$ cat config.mk
export PLATFORM = sky130hd
export DESIGN_NAME = gnp_front_flat
export DESIGN_NICKNAME = d
export VERILOG_FILES = /design/src/hw/rtl/gnp_pkg.sv /design/src/hw/rtl/gnp_if.sv /design/src/hw/rtl/gnp_front.sv /design/src/flat_wrapper.sv
export SDC_FILE = /design/constraint.sdc
export NUM_CORES = 1
export LEC_CHECK = 0
export BUFFER_PORTS_ARGS = -buffer_cell sky130_fd_sc_hd__buf_2
export CORE_MARGIN = 5
export CORE_UTILIZATION = 35
export DETAILED_ROUTE_END_ITERATION = 16
export GPL_ROUTABILITY_DRIVEN = 0
export GPL_TIMING_DRIVEN = 0
export SLEW_MARGIN = 10
export SYNTH_ARGS = -nofsm -noshare
export SYNTH_HDL_FRONTEND = slang
export SYNTH_SLANG_ARGS = --single-unit
export TNS_END_PERCENT = 50
$ cat constraint.sdc
create_clock -name i_clk -period 5.9 [get_ports i_clk]
set_clock_uncertainty 0.15 [all_clocks]
set_input_delay 0.295 -clock i_clk [delete_from_list [all_inputs] [get_ports i_clk]]
set_output_delay 0.295 -clock i_clk [all_outputs]
set_load 0.05 [all_outputs]
$ cat src/hw/rtl/gnp_pkg.sv
`default_nettype none
package gnp_pkg;

    localparam int TABLE_ENTRIES = 256;
    localparam int FRAC_BITS     = 16;

    localparam int IDX_W    = $clog2(TABLE_ENTRIES);
    localparam int COORD_W  = 32;
    localparam int NOISE_W  = 16;
    localparam int DIM_W    = 2;
    localparam int CORNERS  = 8;
    localparam int AXES     = 3;

    // datapath widths
    localparam int GRAD_W   = FRAC_BITS + 3;
    localparam int DIFF_W   = GRAD_W + 1;
    localparam int FADE_W   = FRAC_BITS + 1;
    localparam int PROD_W   = FADE_W + 1 + DIFF_W;
    localparam int TT_W     = 2 * FRAC_BITS;
    localparam int QS_W     = 2 * FRAC_BITS + 5;
    localparam int Q_W      = FRAC_BITS + 5;
    localparam int FP_W     = FRAC_BITS + Q_W;
    localparam int SCALE_R  = (FRAC_BITS >= 14) ? FRAC_BITS - 14 : 0;
    localparam int SCALE_L  = (FRAC_BITS < 14) ? 14 - FRAC_BITS : 0;
    localparam int SAT_W    = GRAD_W + SCALE_L + 1;
    localparam int NOISE_MAX = 2 ** (NOISE_W - 1) - 1;
    localparam int NOISE_MIN = -(2 ** (NOISE_W - 1));

    // queues
    localparam int CMDQ_DEPTH = 4;
    localparam int CMDQ_PTR_W = $clog2(CMDQ_DEPTH);
    localparam int OUT_DEPTH  = 16;
    localparam int OUT_PTR_W  = $clog2(OUT_DEPTH);

    // codes
    localparam logic CMD_EVAL = 1'b0;
    localparam logic CMD_LOAD = 1'b1;

    localparam logic [DIM_W-1:0] DIM_ONE   = 2'd1;
    localparam logic [DIM_W-1:0] DIM_TWO   = 2'd2;
    localparam logic [DIM_W-1:0] DIM_THREE = 2'd3;
    localparam logic [DIM_W-1:0] DIM_RESET = DIM_THREE;

    localparam int          PADDR_W      = 3;
    localparam logic        REG_DIMS_SEL = 1'b0;

    typedef struct packed {
        logic                       command;
        logic signed [COORD_W-1:0]  coord_x;
        logic signed [COORD_W-1:0]  coord_y;
        logic signed [COORD_W-1:0]  coord_z;
        logic [IDX_W-1:0]           entry_index;
        logic [IDX_W-1:0]           entry_value;
    } t_cmd;

    // back end to output queue
    typedef struct packed {
        logic                       issue_eval;
        logic                       push;
        logic signed [NOISE_W-1:0]  noise_value;
    } t_bk_flow;

endpackage
`default_nettype wire

$ cat src/hw/rtl/gnp_if.sv
`default_nettype none
interface gnp_in_if;
    logic                                   valid;
    logic                                   ready;
    logic                                   command;
    logic signed [gnp_pkg::COORD_W-1:0]     coord_x;
    logic signed [gnp_pkg::COORD_W-1:0]     coord_y;
    logic signed [gnp_pkg::COORD_W-1:0]     coord_z;
    logic [gnp_pkg::IDX_W-1:0]              entry_index;
    logic [gnp_pkg::IDX_W-1:0]              entry_value;

    modport source (output valid, command, coord_x, coord_y, coord_z, entry_index,
                    entry_value, input ready);
    modport sink   (input valid, command, coord_x, coord_y, coord_z, entry_index,
                    entry_value, output ready);
endinterface

`default_nettype wire

$ cat src/hw/rtl/gnp_front.sv
`default_nettype none
// command queue: takes transactions and holds them for the back end
module gnp_front (
    input  wire logic           i_clk,
    input  wire logic           i_rst_n,
    gnp_in_if.sink              i_in,
    input  wire logic           i_pop,
    output gnp_pkg::t_cmd       o_head,
    output logic                o_head_valid
);

    gnp_pkg::t_cmd                  r_q [gnp_pkg::CMDQ_DEPTH];
    logic [gnp_pkg::CMDQ_PTR_W-1:0] r_wr_ptr, r_rd_ptr;
    logic [gnp_pkg::CMDQ_PTR_W:0]   r_cnt, n_cnt;
    logic                           push, pop;
    gnp_pkg::t_cmd                  in_cmd;

    always_comb begin
        in_cmd.command     = i_in.command;
        in_cmd.coord_x     = i_in.coord_x;
        in_cmd.coord_y     = i_in.coord_y;
        in_cmd.coord_z     = i_in.coord_z;
        in_cmd.entry_index = i_in.entry_index;
        in_cmd.entry_value = i_in.entry_value;
    end

    assign i_in.ready   = (r_cnt != (gnp_pkg::CMDQ_PTR_W+1)'(gnp_pkg::CMDQ_DEPTH));
    assign push         = i_in.valid & i_in.ready;
    assign o_head_valid = (r_cnt != '0);
    assign pop          = i_pop & o_head_valid;
    assign o_head       = r_q[r_rd_ptr];

    always_comb begin
        n_cnt = r_cnt;
        if (push && !pop) begin
            n_cnt = r_cnt + 1'b1;
        end else if (pop && !push) begin
            n_cnt = r_cnt - 1'b1;
        end
    end

    always_ff @(posedge i_clk) begin
        if (!i_rst_n) begin
            r_wr_ptr <= '0;
            r_rd_ptr <= '0;
            r_cnt    <= '0;
        end else begin
            r_cnt <= n_cnt;
            if (push) begin
                r_wr_ptr <= r_wr_ptr + 1'b1;
            end
            if (pop) begin
                r_rd_ptr <= r_rd_ptr + 1'b1;
            end
        end
    end

    always_ff @(posedge i_clk) begin
        if (push) begin
            r_q[r_wr_ptr] <= in_cmd;
        end
    end

endmodule
`default_nettype wire

$ cat src/flat_wrapper.sv
// flat-port wrapper written by rule: the top's interface ports become plain ports
module gnp_front_flat 
  (i_clk, i_rst_n, i_pop, o_head, o_head_valid, i_in_valid, i_in_command, i_in_coord_x, i_in_coord_y, i_in_coord_z, i_in_entry_index, i_in_entry_value, i_in_ready);
  gnp_in_if i_in_i ();
  input  wire logic i_clk;
  input  wire logic i_rst_n;
  input  wire logic i_pop;
  output gnp_pkg::t_cmd o_head;
  output logic o_head_valid;
  input wire logic [$bits(i_in_i.valid)-1:0] i_in_valid;
  input wire logic [$bits(i_in_i.command)-1:0] i_in_command;
  input wire logic [$bits(i_in_i.coord_x)-1:0] i_in_coord_x;
  input wire logic [$bits(i_in_i.coord_y)-1:0] i_in_coord_y;
  input wire logic [$bits(i_in_i.coord_z)-1:0] i_in_coord_z;
  input wire logic [$bits(i_in_i.entry_index)-1:0] i_in_entry_index;
  input wire logic [$bits(i_in_i.entry_value)-1:0] i_in_entry_value;
  output wire logic [$bits(i_in_i.ready)-1:0] i_in_ready;
  assign i_in_i.valid = i_in_valid;
  assign i_in_i.command = i_in_command;
  assign i_in_i.coord_x = i_in_coord_x;
  assign i_in_i.coord_y = i_in_coord_y;
  assign i_in_i.coord_z = i_in_coord_z;
  assign i_in_i.entry_index = i_in_entry_index;
  assign i_in_i.entry_value = i_in_entry_value;
  assign i_in_ready = i_in_i.ready;
  gnp_front u_core (.i_clk(i_clk), .i_rst_n(i_rst_n), .i_in(i_in_i), .i_pop(i_pop), .o_head(o_head), .o_head_valid(o_head_valid));
endmodule
Word level (Yosys, flattened, before mapping)
Memory sizes are Yosys's and may differ from the RTL's. A register that Yosys moved wholly into a read port is not among the register bits. Index checks and enable logic that the tools add are counted.

Multiplexer cells: 6. Reductions and logical operators: 6. Equal/unequal tests: 1. Add/subtract/negate cells: 4. Bitwise gates (word level): 2.

Operators with widths (count): $mux 3 (2); $add 2x1->2 const B (2); $mux 2 (2); $add 3x1->3 const B (1); $ne 3x3->1 const B (1); $reduce_bool 3->1 (1); $sub 3x1->3 const B (1); $and 1x1->1 (2); $logic_and 1x1->1 (2); $logic_not 1->1 (2); $mux 1 (2); $reduce_bool 2->1 (1).

Bits of input ports: 117. RAM bits: 452. Output and inout port bits: 115. Logic and storage cells: 23. Flip-flop bits (word level): 7. Memories kept: 1.

Memories: u_core.r_q (depth 4, bits a word 113, read ports 1, clocked after Yosys merged registers in 1, wr ports 1, line gnp_front.sv:12) `gnp_pkg::t_cmd r_q [gnp_pkg::CMDQ_DEPTH];`.

Depth between registers and ports, before layout
Depth after elaboration: 6. Depth in mapped cells: 8.

Worst setup path after synthesis
No wires, ideal clock.

Kind: register -> register. Start: register u_core.r_cnt[0] (netlist bit). End: memory u_core.r_q[0][0] (netlist bit), enable pin. Arrival time: 3.431 ns. Buffers on the path: 0. Data required time: 5.265 ns. Cell stages (with the launch flop): 4. Slack: 1.834 ns. Path through: dfxtp_1 nor2_1 a21boi_2 and2_1.

Longest elaborated chain between the ends: 4.

Ends and longest elaborated chain: start: declaration (line gnp_front.sv:14) `logic [gnp_pkg::CMDQ_PTR_W:0] r_cnt, n_cnt;`; start signal: assignment (line gnp_front.sv:48) `r_cnt <= n_cnt;`; $ne 3x3->1 (line gnp_front.sv:27) `assign i_in.ready = (r_cnt != (gnp_pkg::CMDQ_PTR_W+1)'(gnp_pkg::CMDQ_DEPTH));`; $and 1x1->1 (line gnp_front.sv:28) `assign push = i_in.valid & i_in.ready;`; net u_core.push (line gnp_front.sv:15) `logic push, pop;`; $mux 1 (line gnp_front.sv:59) `if (push) begin`; $mux 1 (implied by the code) (line gnp_front.sv:60) `r_q[r_wr_ptr] <= in_cmd;`; end: declaration (line gnp_front.sv:12).

The timed path passes the listed nets, and every way through them passes these cells.

==> results_dict.tcl <==
set metrics [dict create \
    reg2reg_depth 5 \
    hp-class "in2reg" \
    fin_area_sq_um 21600 \
    grt_pass1_wl_mm 52.2 \
    maxSlewHeadroom_pct 52.7 \
    power_uw 10300 \
    r2r_slack_ns 3.21 \
    grt_max_degree 50 \
    path_max_fanout 10 \
    slowest_stage "buf_2" \
    gr-total-overflow 0 \
    synth_nets 762 \
    hold_viol_final 0 \
    ant_nets 0 \
    dp_hpwl_mm 20.7 \
    grt_antenna_before_repair 1 \
    avgSynthCellArea_sq_um 26.3 \
    portBuffers 230 \
    core_sq_um 47600 \
    drv_slew 0 \
    track_usage_pct 12.8 \
    clk_path_buf_depth 3 \
    cts_tree "done" \
    ctsHoldBuffers 114 \
    tightest_slew_ns 0.710 \
    powerDensity_nw_per_um2 477 \
    seq_area_frac_synth_pct 81.8 \
    syn_inst 639 \
    place_area_sq_um 19000 \
    drive_gt1_share_pct 41.5 \
    chipWidth_um 229 \
    syn_to_final_growth_pct 28.7 \
    numCtsBuffers 47 \
    regArea_sq_um 13800 \
    clkSinkCount 461 \
    cts_setup_buffers 0 \
    first_pass_iters 4 \
    cp.arrival_ns 2.57 \
    grt_pass1_vias 8682 \
    holdCritStartpoint "i_pop" \
    insertion_delay_ns 0.56 \
    max_freq_ghz 0.332 \
    clockRootBuffer "clkbuf_16" \
    htree_levels 2 \
    synthDistinctLibCells 24 \
    clk_pin_slew_ns 0.06 \
    final.fill_count 4007 \
    final_nets 1163 \
    min_period_over_period_pct 51.1 \
    drt-initial-drc-count 433 \
    min_path_cells 4 \
    wire_per_inst_um 20.1 \
    num_rows 80 \
    critical_path.max_stage_delay_ns 0.42 \
    ys_ff_latch 461 \
    die_h_um 229 \
    drc 0 \
    crit_required_ns 5.45 \
    wl_mm 34.0 \
    cts_resized 0 \
    peakVddDrop_mv 0.358 \
    vias 7934 \
    start_util_pct 35.3 \
    leakage_uw 0.00730 \
    period_needed_ns 3.02 \
    cpMostUsedCell "buf_2" \
    rsz0062_at_grt "false" \
    end_kind "output port" \
    finalSetupViolations 0 \
    syn_area_sq_um 16800 \
    ys_warn_count 0 \
    dieArea_sq_um 52500 \
    multi_input_area_sq_um 2830 \
    timing.rr.end "u_core.r_q[1][42]$_DFFE_PP_" \
    cp-start-kind "register" \
    status "complete, no violations" \
    cap_violations 0 \
    via_per_inst 4.69 \
    pin_count 232 \
    crit_chain "clkbuf_1 -> buf_2 -> buf_2 -> mux4_2 -> buf_2" \
    reg2reg_from "u_core.r_cnt[0]$_SDFFE_PN0P_" \
    crit_type "reg2out" \
]
how the worst max path moves through the flow:
stage	from	cells past startpoint	slack (ns)	end
finish	register	5	2.88	o_head[75]
global route	register	5	2.70	o_head[83]
CTS	register	5	2.69	o_head[75]
detailed placement	u_core.r_cnt[0]$_SDFFE_PN0P_	5	3.11	u_core.r_q[1][98]$_DFFE_PP_
global placement	u_core.r_cnt[0]$_SDFFE_PN0P_	3	-0.76	u_core.r_q[1][101]$_DFFE_PP_
floorplan	u_core.r_cnt[0]$_SDFFE_PN0P_	3	1.83	u_core.r_q[0][0]$_DFFE_PP_
metrics by stage:
stage	utilization, %	hold WS, ns	setup slack, ns	setup TNS [ns]	instances
3_5_place_dp	39.8	0.347	3.11	0	1492
6_report	45.4	0.0841	2.88	0	1693
2_1_floorplan	-	0.244	1.83	0	639
3_3_place_gp	39.3	0.339	-0.758	-318.73	1484
5_1_grt	45.4	0.0738	2.70	0	1692
4_1_cts	45.4	0.0339	2.69	0	1692
flip-flops by register name, indices dropped and copies added (netlist names), named ones only:
| name | count |
|---|---|
| u_core.r_q | 452 |
| u_core.r_cnt | 3 |
| u_core.r_rd_ptr | 2 |
| u_core.r_wr_ptr | 2 |
critical path, delay by kind of cell, from the launching register on:
family | cells | cell delay, ns
DFF | 1 | 0.30
muxes | 1 | 0.36
buffers and inverters | 4 | 1.33
Yosys cell counts:
| library cell | number | area [sq um] |
|---|---|---|
| o31ai_1 | 1 | 7.51 |
| buf_8 | 8 | 120 |
| nor2b_1 | 1 | 6.26 |
| nand2_1 | 5 | 18.8 |
| xor2_1 | 1 | 8.76 |
| a21boi_2 | 1 | 11.3 |
| mux4_2 | 113 | 2540 |
| dfxtp_1 | 9 | 180 |
| buf_2 | 12 | 60.1 |
| ha_1 | 5 | 62.6 |
| nor2_1 | 1 | 3.75 |
| xnor2_1 | 3 | 26.3 |
| o21ai_0 | 1 | 5.00 |
| buf_4 | 1 | 7.51 |
| o311ai_0 | 1 | 8.76 |
| clkbuf_1 | 5 | 18.8 |
| a21boi_0 | 1 | 7.51 |
| buf_6 | 1 | 11.3 |
| or3_1 | 2 | 12.5 |
| inv_1 | 3 | 11.3 |
| fa_1 | 1 | 20.0 |
| mux2i_1 | 3 | 30.0 |
| and2_1 | 8 | 50.1 |
| edfxtp_1 | 452 | 13600 |
placed cells by master, fill, tap and decap left out, types with 2 or more instances in the layout:
master / count
and2_1: 4
and2_4: 4
buf_16: 8
buf_2: 242
buf_8: 8
bufinv_16: 5
clkbuf_1: 12
clkbuf_16: 49
clkinv_1: 10
clkinv_2: 9
clkinvlp_4: 5
dfxtp_1: 9
dlygate4sd3_1: 114
edfxtp_1: 452
ha_1: 5
inv_1: 3
mux2i_1: 3
mux4_2: 113
nand2_1: 5
or3_1: 2
xnor2_1: 3
final cells by class:
cell class / instances / share of cell area [%]
flip-flops and latches: 461 / 63.6
plain buffers: 27 / 1.01
multi-input cells: 148 / 13.1
clock inverters: 30 / 1.29
diodes: 1 / 0.0116
inverters: 3 / 0.0521
clock buffers: 56 / 5.79
repair buffers: 352 / 11.6
well taps: 615 / 3.56
cells by family (layout without fill, tap and decap cells):
logic type	after synthesis	in the layout	share of synthesized area, %
xor gates and xnor gates	4	4	0.208
and+or+nand+nor	17	17	0.543
other	0	1	0
DFF	461	461	81.8
muxes	116	116	15.3
adders and majority gates	6	6	0.491
buffers and inverters	30	468	1.36
AOI/OAI and AO/OA	5	5	0.238
power breakdown:
part           switching (uW)  total [uW]  internal [uW]
clock                    1190        2920           1730
sequential               75.1        4050           3970
combinational            2270        3350           1070
per-layer routing:
| layer | track usage (%) | wire [um] | up-vias |
|---|---|---|---|
| met4 | 3.68 | 669 | 2 |
| met1 | 16.6 | 14100 | 4110 |
| met3 | 4.01 | 2370 | 55 |
| met5 | 0 | 15 | - |
| li1 | - | - | 3563 |
| met2 | 21.1 | 16800 | 204 |
No activity file was read; power rests on OpenSTA's default activity.
