--- src/hw/rtl/gnp_pkg.sv ---
`default_nettype none
package gnp_pkg;

    localparam int TABLE_ENTRIES = 256;
    localparam int FRAC_BITS     = 16;

    localparam int IDX_W    = $clog2(TABLE_ENTRIES);
    localparam int COORD_W  = 32;
    localparam int NOISE_W  = 16;
    localparam int DIM_W    = 2;
    localparam int CORNERS  = 8;
    localparam int AXES     = 3;

    // datapath widths
    localparam int GRAD_W   = FRAC_BITS + 3;
    localparam int DIFF_W   = GRAD_W + 1;
    localparam int FADE_W   = FRAC_BITS + 1;
    localparam int PROD_W   = FADE_W + 1 + DIFF_W;
    localparam int TT_W     = 2 * FRAC_BITS;
    localparam int QS_W     = 2 * FRAC_BITS + 5;
    localparam int Q_W      = FRAC_BITS + 5;
    localparam int FP_W     = FRAC_BITS + Q_W;
    localparam int SCALE_R  = (FRAC_BITS >= 14) ? FRAC_BITS - 14 : 0;
    localparam int SCALE_L  = (FRAC_BITS < 14) ? 14 - FRAC_BITS : 0;
    localparam int SAT_W    = GRAD_W + SCALE_L + 1;
    localparam int NOISE_MAX = 2 ** (NOISE_W - 1) - 1;
    localparam int NOISE_MIN = -(2 ** (NOISE_W - 1));

    // queues
    localparam int CMDQ_DEPTH = 4;
    localparam int CMDQ_PTR_W = $clog2(CMDQ_DEPTH);
    localparam int OUT_DEPTH  = 16;
    localparam int OUT_PTR_W  = $clog2(OUT_DEPTH);

    // codes
    localparam logic CMD_EVAL = 1'b0;
    localparam logic CMD_LOAD = 1'b1;

    localparam logic [DIM_W-1:0] DIM_ONE   = 2'd1;
    localparam logic [DIM_W-1:0] DIM_TWO   = 2'd2;
    localparam logic [DIM_W-1:0] DIM_THREE = 2'd3;
    localparam logic [DIM_W-1:0] DIM_RESET = DIM_THREE;

    localparam int          PADDR_W      = 3;
    localparam logic        REG_DIMS_SEL = 1'b0;

    typedef struct packed {
        logic                       command;
        logic signed [COORD_W-1:0]  coord_x;
        logic signed [COORD_W-1:0]  coord_y;
        logic signed [COORD_W-1:0]  coord_z;
        logic [IDX_W-1:0]           entry_index;
        logic [IDX_W-1:0]           entry_value;
    } t_cmd;

    // back end to output queue
    typedef struct packed {
        logic                       issue_eval;
        logic                       push;
        logic signed [NOISE_W-1:0]  noise_value;
    } t_bk_flow;

endpackage
`default_nettype wire

--- src/hw/rtl/gnp_if.sv ---
`default_nettype none


interface gnp_out_if;
    logic                                   valid;
    logic                                   ready;
    logic signed [gnp_pkg::NOISE_W-1:0]     noise_value;

    modport source (output valid, noise_value, input ready);
    modport sink   (input valid, noise_value, output ready);
endinterface
`default_nettype wire

--- src/hw/rtl/gnp_outq.sv ---
`default_nettype none
// result queue with credit count: the back end issues an evaluate only when a slot is
// reserved for its result, so its pipeline never stalls
module gnp_outq (
    input  wire logic           i_clk,
    input  wire logic           i_rst_n,
    input  gnp_pkg::t_bk_flow   i_flow,
    output logic                o_room,
    gnp_out_if.source           o_out
);

    logic signed [gnp_pkg::NOISE_W-1:0] r_mem [gnp_pkg::OUT_DEPTH];
    logic [gnp_pkg::OUT_PTR_W-1:0]      r_wr_ptr, r_rd_ptr;
    logic [gnp_pkg::OUT_PTR_W:0]        r_cnt, n_cnt, r_credit, n_credit;
    logic                               pop;

    assign o_out.valid       = (r_cnt != '0);
    assign o_out.noise_value = r_mem[r_rd_ptr];
    assign pop               = o_out.valid & o_out.ready;
    assign o_room            = (r_credit < (gnp_pkg::OUT_PTR_W+1)'(gnp_pkg::OUT_DEPTH));

    always_comb begin
        n_cnt    = r_cnt + (gnp_pkg::OUT_PTR_W+1)'(i_flow.push)
                         - (gnp_pkg::OUT_PTR_W+1)'(pop);
        n_credit = r_credit + (gnp_pkg::OUT_PTR_W+1)'(i_flow.issue_eval)
                            - (gnp_pkg::OUT_PTR_W+1)'(pop);
    end

    always_ff @(posedge i_clk) begin
        if (!i_rst_n) begin
            r_wr_ptr <= '0;
            r_rd_ptr <= '0;
            r_cnt    <= '0;
            r_credit <= '0;
        end else begin
            r_cnt    <= n_cnt;
            r_credit <= n_credit;
            if (i_flow.push) begin
                r_wr_ptr <= r_wr_ptr + 1'b1;
            end
            if (pop) begin
                r_rd_ptr <= r_rd_ptr + 1'b1;
            end
        end
    end

    always_ff @(posedge i_clk) begin
        if (i_flow.push) begin
            r_mem[r_wr_ptr] <= i_flow.noise_value;
        end
    end

    a_no_push_full: assert property (@(posedge i_clk) disable iff (!i_rst_n)
        i_flow.push |-> (r_cnt != (gnp_pkg::OUT_PTR_W+1)'(gnp_pkg::OUT_DEPTH)))
        else $error("result pushed into a full queue");

    a_credit_covers: assert property (@(posedge i_clk) disable iff (!i_rst_n)
        r_credit >= r_cnt)
        else $error("credit count below queue fill");

    a_credit_bound: assert property (@(posedge i_clk) disable iff (!i_rst_n)
        r_credit <= (gnp_pkg::OUT_PTR_W+1)'(gnp_pkg::OUT_DEPTH))
        else $error("credit count overflow");

    a_issue_room: assert property (@(posedge i_clk) disable iff (!i_rst_n)
        i_flow.issue_eval |-> o_room)
        else $error("evaluate issued without a reserved slot");

endmodule
`default_nettype wire

--- src/flat_wrapper.sv ---
// flat-port wrapper written by rule: the top's interface ports become plain ports
module gnp_outq_flat 
  (i_clk, i_rst_n, i_flow, o_room, o_out_valid, o_out_noise_value, o_out_ready);
  gnp_out_if o_out_i ();
  input  wire logic i_clk;
  input  wire logic i_rst_n;
  input  gnp_pkg::t_bk_flow i_flow;
  output logic o_room;
  output wire logic [$bits(o_out_i.valid)-1:0] o_out_valid;
  output wire logic [$bits(o_out_i.noise_value)-1:0] o_out_noise_value;
  input wire logic [$bits(o_out_i.ready)-1:0] o_out_ready;
  assign o_out_valid = o_out_i.valid;
  assign o_out_noise_value = o_out_i.noise_value;
  assign o_out_i.ready = o_out_ready;
  gnp_outq u_core (.i_clk(i_clk), .i_rst_n(i_rst_n), .i_flow(i_flow), .o_room(o_room), .o_out(o_out_i));
endmodule
--- config.mk ---
export PLATFORM = sky130hd
export DESIGN_NAME = gnp_outq_flat
export DESIGN_NICKNAME = d
export VERILOG_FILES = /design/src/hw/rtl/gnp_pkg.sv /design/src/hw/rtl/gnp_if.sv /design/src/hw/rtl/gnp_outq.sv /design/src/flat_wrapper.sv
export SDC_FILE = /design/constraint.sdc
export NUM_CORES = 1
export LEC_CHECK = 0
export BUFFER_PORTS_ARGS = -buffer_cell sky130_fd_sc_hd__buf_4
export CAP_MARGIN = 20
export CORE_MARGIN = 4
export CORE_UTILIZATION = 60
export DETAILED_ROUTE_END_ITERATION = 7
export PLACE_DENSITY = 0.77
export SLEW_MARGIN = 20
export SYNTH_ARGS = -nofsm -noshare
export SYNTH_HDL_FRONTEND = slang
export SYNTH_SLANG_ARGS = --single-unit
--- constraint.sdc ---
create_clock -name i_clk -period 5.68 [get_ports i_clk]
set_input_delay 0.852 -clock i_clk [delete_from_list [all_inputs] [get_ports i_clk]]
set_output_delay 0.852 -clock i_clk [all_outputs]
set_load 0.05 [all_outputs]
=== After elaboration in Yosys (flattened, before gate mapping) ===
Memory sizes are Yosys's and may differ from the RTL's. A register that Yosys moved wholly into a read port is not among the register bits.
Cells that the tools add are included.

* Bits in registers: 18
* Memory bits (writable): 256
* Bits of input ports: 21
* Output and inout bits: 18
* Memories kept: 1

{| class="wikitable"
|+ Memory list
! name !! words !! bits a word !! rd ports !! clocked after memory_dff !! wr ports !! line !! text
|-
| u_core.r_mem || 16 || 16 || 1 || 1 || 1 || gnp_outq.sv:12 || <nowiki>logic signed [gnp_pkg::NOISE_W-1:0] r_mem [gnp_pkg::OUT_DEPTH];</nowiki>
|}

* $add $sub $neg: 6
* Order comparisons: 1
* Mux-type cells: 4
* Bitwise gates (word level): 1
* Reduce and logical (&&, ||, !) cells: 1

{| class="wikitable"
|+ Operators by type and width
! operator !! count
|-
| 5-bit by 1-bit adder with 5-bit output || 2
|-
| 5-bit by 1-bit subtractor with 5-bit output || 2
|-
| 4-bit by 1-bit adder with 4-bit output (second input constant) || 2
|-
| 4-bit 2-to-1 mux || 2
|-
| 5-bit < comparator (second input constant) || 1
|-
| 5-bit nonzero test || 1
|-
| 1-bit 2-to-1 mux || 2
|-
| 1-bit bitwise AND || 1
|}

=== Longest topological paths before layout ===
Gate-level depths: netlist (run 1).

* Word-level depth: 4
* Gate-level depth with buffers: 15
* Mapped depth without buffers: 14

=== Least setup slack after synthesis (run 1) ===
Ideal clock, no wire load.

* Path kind: register to register
* From: register u_core.r_cnt[3] in the netlist's numbering
* To: register u_core.r_cnt[4] in the netlist's numbering
* Arrival time: 2.944 ns
* Setup slack: 2.615 ns
* Cell stages (with the launch flop): 16
* Buffers on the path: 1
* Period minus slack after synthesis: 3.065 ns
* Cell sequence: dfxtp_1 > inv_1 > ha_1 > or4b_1 > clkbuf_1 > nand2_1 > inv_1 > ha_1 > inv_1 > ha_1 > inv_1 > fa_1 > nand2b_1 > a21oi_1 > o21ai_0 > nor3b_1

* Word-level cells in the longest chain between the ends: 3
* Elaborated cells on any way between the ends: 4

{| class="wikitable"
|+ Ends and longest elaborated chain
! what !! line !! text
|-
| start: declaration || gnp_outq.sv:14 || <nowiki>logic [gnp_pkg::OUT_PTR_W:0] r_cnt, n_cnt, r_credit, n_credit;</nowiki>
|-
| start signal: assignment || gnp_outq.sv:36 || <nowiki>r_cnt <= n_cnt;</nowiki>
|-
| 5-bit nonzero test || gnp_outq.sv:17 || <nowiki>assign o_out.valid = (r_cnt != '0);</nowiki>
|-
| via o_out_valid || flat_wrapper.sv:9 || <nowiki>output wire logic [$bits(o_out_i.valid)-1:0] o_out_valid;</nowiki>
|-
| 1-bit bitwise AND || gnp_outq.sv:19 || <nowiki>assign pop = o_out.valid & o_out.ready;</nowiki>
|-
| 5-bit by 1-bit subtractor with 5-bit output || gnp_outq.sv:24 || <nowiki>- (gnp_pkg::OUT_PTR_W+1)'(pop);</nowiki>
|}

The timed path passes the listed nets, and every way through them passes these cells.
A chain may end at the register's enable or synchronous reset.

==> impl_results.md, run 1 <==
* Post-Synthesis Cell Area at 10800 µm²
* Port buffer count at 38
* Drt pass-1 iters at 5
* Period utilization at 0.696
* Cells after Synth at 530
* Peak VDD IR at ~300 µV
* Final Slew Violations at 0
* Core area at ~17000 µm²
* CP max FO at 50
* Filler instances at approximately 1100
* Worst EP arrival at around 3.1 ns
* DR iter-0 viols at 587
* # resized after CTS at 0
* Kind of critical path: flop to primary output
* Measured slew at the worst slew-check pin at between 1 and 1.5 ns
* NumNets Final at just over 600
* Vias in the first global route at ~5400
* Syn nets at about 570
* Clk slew on worst S/H paths at approximately 0.06 ns
* Met1 Usage GRT at 0.306
* Commonest non-fill, non-tap cell in the layout: edfxtp_1
* Max transition margin at 0.268
* Root Buffer: clkbuf_16
* Max clock buf depth at 3
* Total Die Area at between 20000 and 25000 µm²
* WP buf/inv at 2
* Most used routing layer: met2
* Final min period at between 3 and 4 ns
* Initial Utilization at 0.620
* Power, Total at between 5 and 6 mW
* Setup bufs post-CTS at 0
* Cts hold-fix bufs at 0
* Cells along the critical path: buf_4 > mux4_1 > a22oi_1 > nand2_1 > buf_4
* Worst Setup End Kind: primary output
* Hold crit path type: flop to flop
* H-tree depth at 1
* Most frequent cells in the layout: edfxtp_1 (256), mux4_2 (54), buf_4 (44), a22oi_1 (32), clkbuf_16 (27)
* Area share of the largest cell type after synthesis at 0.710
* Hold_ws at around 0.51 ns
* Critical path required time at a little under 5 ns
* Synth area leaders: edfxtp_1 (71%), mux4_2 (11%), dfxtp_1 (4.1%), mux4_1 (2.4%), a22oi_1 (2.2%)
* Global Route Usage Sum at 0.214
* Initial antenna violation count at 0
* Status: finished, final reports clean
* CTS Buf Count at 27
* DRC violations left at 0
* Via Count at 5113
* Post-route ant nets at 0
* Final-report setup violation count at 0
* Family with the most delay on the worst path: flip-flops
* Boundary Pins at 39
* Ys Warns at 0
* Die Span Y at 142 µm
* Worst path slowest cell: dfxtp_4
* CTS sink cnt at 278
* Vias per cell at just over 6
* Hpwl dp at between 10000 and 15000 µm
* CTS tree: built
* P&R area growth vs syn at 12.6%
* Unrepaired setup endpoints after global routing: false
* Clock latency on the worst-skew pair at roughly 0.53 ns
* Fin. Hold Viols at 0
* Fmax at 253 MHz
* Overflow after GRT at 0
* Flop and latch count out of synthesis at about 280
* Synth cell types at 32
* Total leakage power at between 4 and 5 nW
* Setup_tns at 0 ns
* Post-Route WL at around 21000 µm
* Seq/Total Area, Yosys at 0.750
* Diodes inserted at 0
* Pwr/cell area at 422 nW/µm²
* Largest net degree at the start of global routing at 51
* Worst path max stage delay at approximately 0.97 ns
* Layout cells sized above 1 at 0.243
* Syn avg cell area at 20.4 µm²
* Met3 GRT Util at 0.0403
* Gpl congestion at about 0.78
* First-pass GRT wire length at 32100 µm
* Met2 Use GR at 0.354
* Largest area contributor in the netlist: edfxtp_1
* WL/cell at between 20 and 30 µm
* Cell mode on critical path: buf_4
* Site Rows at 48
* CP Launch Type: flop
* Clock skew at a little over 0.01 ns
* Max_cap viols at 0
* Die W at ~140 µm
-- power by group --
part	internal [mW]	switching (mW)
Combinational	0.504	0.535
Clock	0.964	0.709
Sequential	2.30	0.133
Total	3.77	1.38
-- through the flow --
stage          instances  worst slack (ns)   util  cell area, µm²
3_3_place_gp         774              2.22  0.647           11300
6_report             827              1.72  0.698           12200
5_1_grt              827              1.47  0.698           12200
4_1_cts              824              1.64  0.694           12100
2_1_floorplan        530              2.62      -           10800
3_5_place_dp         775              2.19  0.647           11300
-- final timing paths --
path / to / cells after the start / startpoint / slack (ns)
setup / recovery: o_out_noise_value[15] / 5 / flop / 1.72
hold reg to reg: flop / 2 / u_core.r_rd_ptr[1] / 0.51
hold / removal: flop / 2 / u_core.r_rd_ptr[1] / 0.51
setup reg to reg: u_core.r_cnt[4] / 14 / u_core.r_cnt[3] / 2.52
-- cell usage after synthesis --
cell	number
a21o_1	2
a21oi_1	4
a22oi_1	32
and2_1	19
and3_1	2
and3b_1	1
buf_2	6
buf_4	3
buf_6	4
clkbuf_1	11
clkinv_1	1
dfxtp_1	22
edfxtp_1	256
fa_1	2
ha_1	16
inv_1	19
mux2i_1	1
mux4_1	10
mux4_2	54
nand2_1	20
nand2b_1	1
nand3_1	3
nand4_1	1
nor2_1	15
nor2b_1	4
nor3_1	3
nor3b_1	3
o21a_1	1
o21ai_0	2
or4b_1	1
xnor2_1	4
xor2_1	7
-- sequential cells by signal, summed over array words and instances (netlist names), named ones only --
name,count
u_core.r_mem,256
u_core.r_wr_ptr,4
u_core.r_cnt,5
u_core.r_credit,5
u_core.r_rd_ptr,4
-- logic make-up after synthesis --
group	share of synthesized area
flops	0.750
simple gates	0.0343
mux	0.137
buf+inv	0.0198
compound gates	0.0270
fa+ha+maj	0.0222
xor+xnor	0.00889
-- layer usage --
| layer | share of wire | wire length, µm |
|---|---|---|
| met1 | 0.41 | 8510 |
| met2 | 0.51 | 10700 |
| met3 | 0.060 | 1260 |
| met4 | 0.021 | 430 |
| met5 | 0 | 0 |
-- worst reg2reg max path, stage by stage, from the launching register on --
cell and delay, ns:
dfxtp_1 0.32, inv_1 0.09, ha_1 0.15, or4b_1 0.55
nand2_1 0.17, inv_1 0.10, ha_1 0.27, inv_1 0.05
ha_1 0.16, inv_1 0.06, fa_1 0.42, nand2b_1 0.17
a21oi_1 0.21, o21ai_0 0.14, nor3b_1 0.17
-- final cells by class --
type,count,area [µm²],area share
repair buffers,47,375,0.0308
clock buffers,35,706,0.0579
multi-input cells,208,2500,0.205
clock inverters,14,121,0.00995
well taps,225,282,0.0231
inverters,20,75.1,0.00616
flip-flops and latches,278,8130,0.667
No activity file was read; power rests on OpenSTA's default activity.
==> inputs of run 2 (changes only) <==
- CORE_UTILIZATION: 60 -> 55
- PLACE_DENSITY: 0.77 -> 0.74
- clock period: 5.68 -> 3.4 ns (I/O delays scaled with it)
==> impl_results.md, run 2 (synthesized netlist as in run 1, its figures left out) <==
* NumNets Final at about 640
* CTS tree: built
* Cells along the critical path: inv_1 > ha_1 > or4b_1 > nand2_1 > inv_1 > ha_1 > inv_1 > ha_1 > inv_1 > fa_1 > nand2b_1 > a21oi_1 > o21ai_0 > nor3b_1
* Vias in the first global route at between 5000 and 6000
* Worst path max stage delay at 0.53 ns
* Cts hold-fix bufs at 0
* Max transition margin at 0.448
* Power, Total at approximately 8.7 mW
* Diodes inserted at 0
* CP Launch Type: flop
* Measured slew at the worst slew-check pin at 0.828 ns
* DRC violations left at 0
* Largest regs: u_core.r_mem (256), u_core.r_cnt (5), u_core.r_credit (5)
* Peak VDD IR at approximately 420 µV
* DR iter-0 viols at between 300 and 400
* Initial Utilization at 0.558
* Die W at 148 µm
* Drt pass-1 iters at 4
* Period utilization at 0.885
* Clk slew on worst S/H paths at 0.06 ns
* Setup bufs post-CTS at 0
* Final Slew Violations at 0
* Clock latency on the worst-skew pair at roughly 0.52 ns
* Reg with most FFs: u_core.r_mem
* Total leakage power at ~4 nW
* Placed cells at ~830
* Unrepaired setup endpoints after global routing: false
* Max_cap viols at 0
* Setup_tns at 0 ns
* WL/cell at ~24 µm
* H-tree depth at 1
* Clock skew at roughly 0.011 ns
* Register area at between 8000 and 9000 µm²
* Hpwl dp at roughly 12000 µm
* Commonest non-fill, non-tap cell in the layout: edfxtp_1
* Fmax at approximately 330 MHz
* Core area at between 15000 and 20000 µm²
* Kind of critical path: flop to flop
* Pwr/cell area at approximately 700 nW/µm²
* Worst setup margin at between 0.3 and 0.4 ns
* Max clock buf depth at 3
* Status: finished, final reports clean
* Final cell count without fillers at about 880
* CTS sink cnt at 278
* Boundary Pins at 39
* Via Count at 5253
* Worst Setup End Kind: flop
* Die Span Y at 148 µm
* Global Route Usage Sum at 0.198
* Largest register FFs at about 260
* Worst path slowest cell: or4b_1
* CTS Buf Count at 27
* Overflow after GRT at 0
* Site Rows at a little over 50
* P&R area growth vs syn at 14.4%
* Hold crit path type: primary input to flop
* Post-route ant nets at 0
* Final-report setup violation count at 0
* Most frequent cells in the layout: edfxtp_1 (256), buf_4 (60), mux4_2 (54), a22oi_1 (32), clkbuf_16 (27)
* Cell mode on critical path: inv_1
* Multi-input combinational cell area at 2490 µm²
* Initial antenna violation count at 0
* Layout cells sized above 1 at 0.259
* Port buffer count at 38
* Worst EP arrival at 3.40 ns
* Critical path required time at between 3 and 4 ns
* Post-Route WL at 21200 µm
* Pre-CTS WS at just over 0.4 ns
* Filler instances at between 1000 and 1500
* First-pass GRT wire length at around 33000 µm
* CP max FO at 5
* Vias per cell at slightly below 6
* Total Die Area at ~22000 µm²
* # resized after CTS at 0
* Root Buffer: clkbuf_16
* Largest net degree at the start of global routing at 29
* Gpl congestion at between 0.7 and 0.8
* Fin. Hold Viols at 0
* Final min period at around 3.0 ns
-- run 2: cell count changes in the layout (fill, tap and decap cells not counted), sizes merged --
cell      previous run  this run
buf                 47        63
clkbuf              35        33
clkinvlp             2         5
inv                 20        22
clkinv              10         7
-- run 2: worst paths after layout --
kind	start	endpoint	slack (ns)	cells after the start
worst max-delay path	u_core.r_cnt[2]	u_core.r_cnt[4]	0.39	14
worst min-delay path	i_rst_n	u_core.r_credit[0]	0.21	2
worst max register to register	u_core.r_cnt[2]	u_core.r_cnt[4]	0.39	14
worst min register to register	u_core.r_rd_ptr[1]	flop	0.52	2
-- run 2: per-layer routing --
layer  vias to the layer above  routed length (µm)  global-route usage
met1                      2769                8590               0.279
met3                        30                1570              0.0366
met5                         -                   0                   0
met2                       180               10700               0.332
li1                       2274                   -                   -
met4                         0                 315              0.0402
-- run 2: worst max-delay path, delay by kind of cell, from the launching register on --
family                     cells  cell delay, ns
AOI/OAI and AO/OA              2            0.29
buffers and inverters          4            0.29
adders and majority gates      4            1.00
and+or+nand+nor                4            1.00
DFF                            1            0.32
-- run 2: report_power, final --
| group | switching [mW] | leakage, nW | internal (mW) | total, mW |
|---|---|---|---|---|
| Sequential | 0.108 | 2.49 | 3.85 | 3.95 |
| Clock | 1.24 | 0.403 | 1.63 | 2.87 |
| Combinational | 1.01 | 1.21 | 0.887 | 1.90 |
-- run 2: layout make-up --
class,instances,share of cell area
timing repair buffer,63,0.0412
inverter,20,0.00606
tap,265,0.0267
multi-input combinational,208,0.201
clock inverter,16,0.0127
sequential,278,0.656
clock buffer,33,0.0563
-- run 2: stage by stage --
step | util | area [µm²] | hold WS [ns]
after floorplan | - | 10800 | 0.463
after global placement | 0.595 | 11500 | 0.493
after detailed placement | 0.595 | 11500 | 0.508
after CTS | 0.639 | 12400 | 0.192
after global routing | 0.639 | 12400 | 0.203
final | 0.639 | 12400 | 0.211
